`config.mk`:
```
export PLATFORM = sky130hd
export DESIGN_NAME = kss_cell
export DESIGN_NICKNAME = d
export VERILOG_FILES = /design/src/rtl/kss_pkg.sv /design/src/rtl/kss_cell.sv
export SDC_FILE = /design/constraint.sdc
export NUM_CORES = 1
export LEC_CHECK = 0
export CAP_MARGIN = 20
export CORE_MARGIN = 2
export CORE_UTILIZATION = 45
export DETAILED_ROUTE_END_ITERATION = 7
export DONT_BUFFER_PORTS = 1
export GPL_ROUTABILITY_DRIVEN = 0
export HOLD_SLACK_MARGIN = 0.05
export PLACE_DENSITY = 0.63
export RECOVER_POWER = 50
export SYNTH_ARGS = -nofsm -noshare
export SYNTH_HDL_FRONTEND = slang
export SYNTH_SLANG_ARGS = --single-unit
```
`constraint.sdc`:
```
create_clock -name clock -period 3.65 [get_ports clock]
set_input_delay 0.5475 -clock clock [delete_from_list [all_inputs] [get_ports clock]]
set_output_delay 0.5475 -clock clock [all_outputs]
set_load 0.01 [all_outputs]
```
`src/rtl/kss_pkg.sv`:
```
// Shared constants and types for the k-th smallest stream selector.
`timescale 1ns / 1ps

package kss_pkg;

   localparam int K_MAX   = 64;
   localparam int DATA_W  = 32;
   localparam int RANK_W  = 7;
   localparam int CNT_W   = $clog2(K_MAX + 1);
   localparam int IDX_W   = (K_MAX > 1) ? $clog2(K_MAX) : 1;
   localparam int CMP_W   = (CNT_W > RANK_W) ? CNT_W : RANK_W;

   localparam logic [RANK_W-1:0] RANK_RESET = RANK_W'(1);

   typedef struct packed {
      logic                     ge;
      logic signed [DATA_W-1:0] value;
   } kss_link_type;

endpackage

```
`src/rtl/kss_cell.sv`:
```
// One cell of the insertion chain: holds one kept value in sorted position.
`timescale 1ns / 1ps

module kss_cell
   import kss_pkg::*;
(
   input  logic                     clock,
   input  logic                     load,
   input  logic                     occupied,
   input  logic signed [DATA_W-1:0] sample,
   input  kss_link_type             prev_link,
   output kss_link_type             link
);

   logic signed [DATA_W-1:0] value_ff;
   logic signed [DATA_W-1:0] value_in;
   logic                     ge;

   // The new word goes at or below this cell when the cell is empty or holds a larger value.
   assign ge = !occupied || (value_ff > sample);

   always_comb begin
      value_in = value_ff;
      if (prev_link.ge) begin
         value_in = prev_link.value;
      end else if (ge) begin
         value_in = sample;
      end
   end

   always_ff @(posedge clock) begin
      if (load) begin
         value_ff <= value_in;
      end
   end

   assign link.ge    = ge;
   assign link.value = value_ff;

endmodule

```
==> metrics.md <==
| Metric | Value |
|---|---|
| Status | `completed` |
| Clock sink total | `32` |
| Dominant synthesized flop cell | `edfxtp_1` |
| Sequential power share | `0.540` |
| Number of port buffers | `0` |
| Setup repair bufs after CTS | `0` |
| DIE WIDTH | `73.4 um` |
| Final slew viol count | `0` |
| P_sw | `0.000246 W` |
| Most used routing layer | `met2` |
| Clock Skews | `0.00332 ns` |
| Root buf cell | `clkbuf_8` |
| Largest register by flop count | `value_ff` |
| Logic pwr share | `0.169` |
| Grt met3 use | `0.0521` |
| GR Util met2 | `0.249` |
| Post-synthesis cell count | `221` |
| Total grt overflow | `0` |
| Data arrival, critical path | `between 2 and 2.5 ns` |
| FF/Latch Area | `961 um^2` |
| Pwr per Cell Area | `385 mW/mm^2` |
| Sw frac | `0.277` |
| Clk pwr share | `0.290` |
| Synth area leaders | `edfxtp_1, ha_1, o21ai_0, inv_1, nand2_1` |
| Detailed-route via count | `1,513` |
| CP endpoint kind | `primary output` |
| Hold_buf cts | `0` |
| Final Hold Viols | `0` |
| # diodes | `0` |
| Distinct cell type count after synthesis | `28` |
| H-tree depth | `2` |
| Drt pass-1 iters | `4` |
| Die area | `0.00538 mm^2` |
| Via/cell ratio | `5.48` |
| Layout net count | `321` |
| Max_slew headroom | `0.693` |
| Final Util | `0.492` |
| CTS tree | `yes` |
| Initial antenna violation count | `0` |
| Total GRT Usage | `0.163` |
| IO Count | `101` |
| Number of synthesized flops with an enable pin | `32` |
| Fill cell count | `447` |
| Layout cells sized above 1 | `0.0676` |
| Post-synthesis register bit count | `32` |
| Overall power | `0.000888 W` |
| Period utilization | `0.788` |
| Setup-failing EPs final | `0` |
| Yosys top cell area share | `0.444` |
| Critical Path RT | `3.10 ns` |
| MaxCap Viol Count | `0` |
| # DRC | `0` |
| Initial Util | `0.461` |
| Avg WL per Cell | `15.2 um` |
| Chip height | `73.4 um` |
| CTS Buffer Depth | `2` |
| FMAX | `approximately 350 MHz` |
| Worst hold path type | `in2reg` |
| Final ANT Viol Nets | `0` |
| Post-CTS Resized | `0` |
| Crit path launch type | `flop` |
| Synth warn | `0` |
| P_leak | `1.02 nW` |
| Least-Margin Pin Slew | `0.459 ns` |
| Average size of a mapped cell | `between 9 and 10 um^2` |
| Detail Placement HPWL | `3.30 mm` |
| Met1 Use GR | `0.216` |
| Clock-pin slew on the worst setup and hold paths | `around 0.070 ns` |
| Largest regs | `value_ff (32)` |
| RSZ-0062 raised after global routing | `no` |
| Final wirelength | `4.21 mm` |
| DRT iter0 DRCs | `just over 40` |
| # rows | `25` |
| Largest register FFs | `32` |
| Sequential share of the synthesized area | `0.444` |
| Internal power | `between 0.0006 and 0.0007 W` |
| Ys async rst share | `0` |
| Cell taking the most area after synthesis | `edfxtp_1` |
| Worst VDD drop | `~0.00019 V` |
| Cts bufs inserted | `5` |
| Clock Latency Late Sink | `0.28 ns` |
| Number of global-route vias before repair | `1,404` |
| Finished Layout Cells | `276` |
| Synthesized area | `0.00216 mm^2` |
| Largest net degree at the start of global routing | `65` |
| Area grow syn2layout | `6.71%` |
| Inst Count DP | `268` |
| Syn Nets | `321` |
| Setup TNS | `0 ns` |
| First-pass GRT wire length | `6.71 mm` |
| Multi-input gate area | `0.00105 mm^2` |
| Min cycle time layout | `2.88 ns` |
| Crit path max fanout | `2` |
| Crit path kind | `reg2out` |
| Core Region | `~0.0047 mm^2` |
==> through the flow <==
stage / setup slack [ns] / cell area [um^2] / hold WS [ns]
3_3_place_gp: 0.711 / 2230 / 0.743
3_5_place_dp: 0.701 / 2230 / 0.747
4_1_cts: 0.754 / 2310 / 0.453
6_report: 0.774 / 2310 / 0.463
2_1_floorplan: 0.385 / 2160 / 0.735
5_1_grt: 0.632 / 2310 / 0.457
==> worst max-delay path: stages (launching register included) <==
cell and delay, ns:
edfxtp_1 0.45, ha_1 0.32, a21oi_1 0.17, o21ai_0 0.12, a221oi_1 0.27, or3b_1 0.38
nand3_1 0.16, nand3_1 0.19
==> Yosys cell counts (2+ instances only) <==
cell / n
edfxtp_1: 32
clkbuf_1: 6
nand3_1: 7
inv_1: 35
nand4_2: 2
a21oi_1: 12
nand4_1: 4
ha_1: 32
o21ai_0: 33
a21o_1: 4
nand2_1: 35
nor4_1: 2
o21ai_1: 2
==> layout by cell type (no fill, tap or decap) <==
master     count
or3b_1         1
buf_12         1
a2111oi_2      1
a21boi_2       1
o21ai_0       33
a21oi_1       12
nand4_1        4
nor2_1         1
clkbuf_1       2
nor4_1         2
nand4_2        2
mux2_2         1
nor2b_1        1
nand2_1       35
a41oi_4        1
nor4_2         1
and2_1         1
a211oi_1       1
inv_1         35
nand3_1        7
clkbuf_8       5
clkinv_1       1
nand4_4        1
edfxtp_1      32
mux2_4         1
a21o_1         4
o21ai_1        2
a221oi_1       1
ha_1          32
==> power groups by stage <==
stage          clock [W]  sequential [W]  combinational, W
2_1_floorplan          0        0.000482          0.000127
3_3_place_gp           0        0.000488          0.000150
3_5_place_dp           0        0.000489          0.000151
4_1_cts         0.000268        0.000481          0.000153
5_1_grt         0.000283        0.000484          0.000176
6_report        0.000258        0.000480          0.000150
==> path summary, 6_finish.rpt <==
check,to,slack (ns),cells past startpoint,start
hold reg to reg,value_ff[30],1.27,3,value_ff[31]
hold / removal,value_ff[5],0.46,2,prev_link[5]
setup / recovery,link[32],0.77,7,value_ff[7]
setup reg to reg,value_ff[21],0.85,8,value_ff[21]
==> area by class of cell <==
class	instances	area share
Clock buffer	7	0.0330
Timing Repair Buffer	1	0.00867
Inverter	35	0.0569
Tap cell	54	0.0293
Sequential cell	32	0.416
Clock inverter	1	0.00163
Multi-Input combinational cell	146	0.454
==> cell families after synthesis <==
family,Yosys count,share of synthesized area
compound gates,56,0.150
simple gates,56,0.133
buf+inv,43,0.0763
fa+ha+maj,32,0.185
flops,32,0.444
mux,2,0.0121
==> per-layer routing <==
| metal | routed length (um) | vias up |
|---|---|---|
| met5 | 0 | - |
| met4 | 72 | 0 |
| met3 | 366 | 7 |
| met2 | 1880 | 64 |
| met1 | 1890 | 664 |
| li1 | - | 778 |
(Power assumes the default switching activity.)
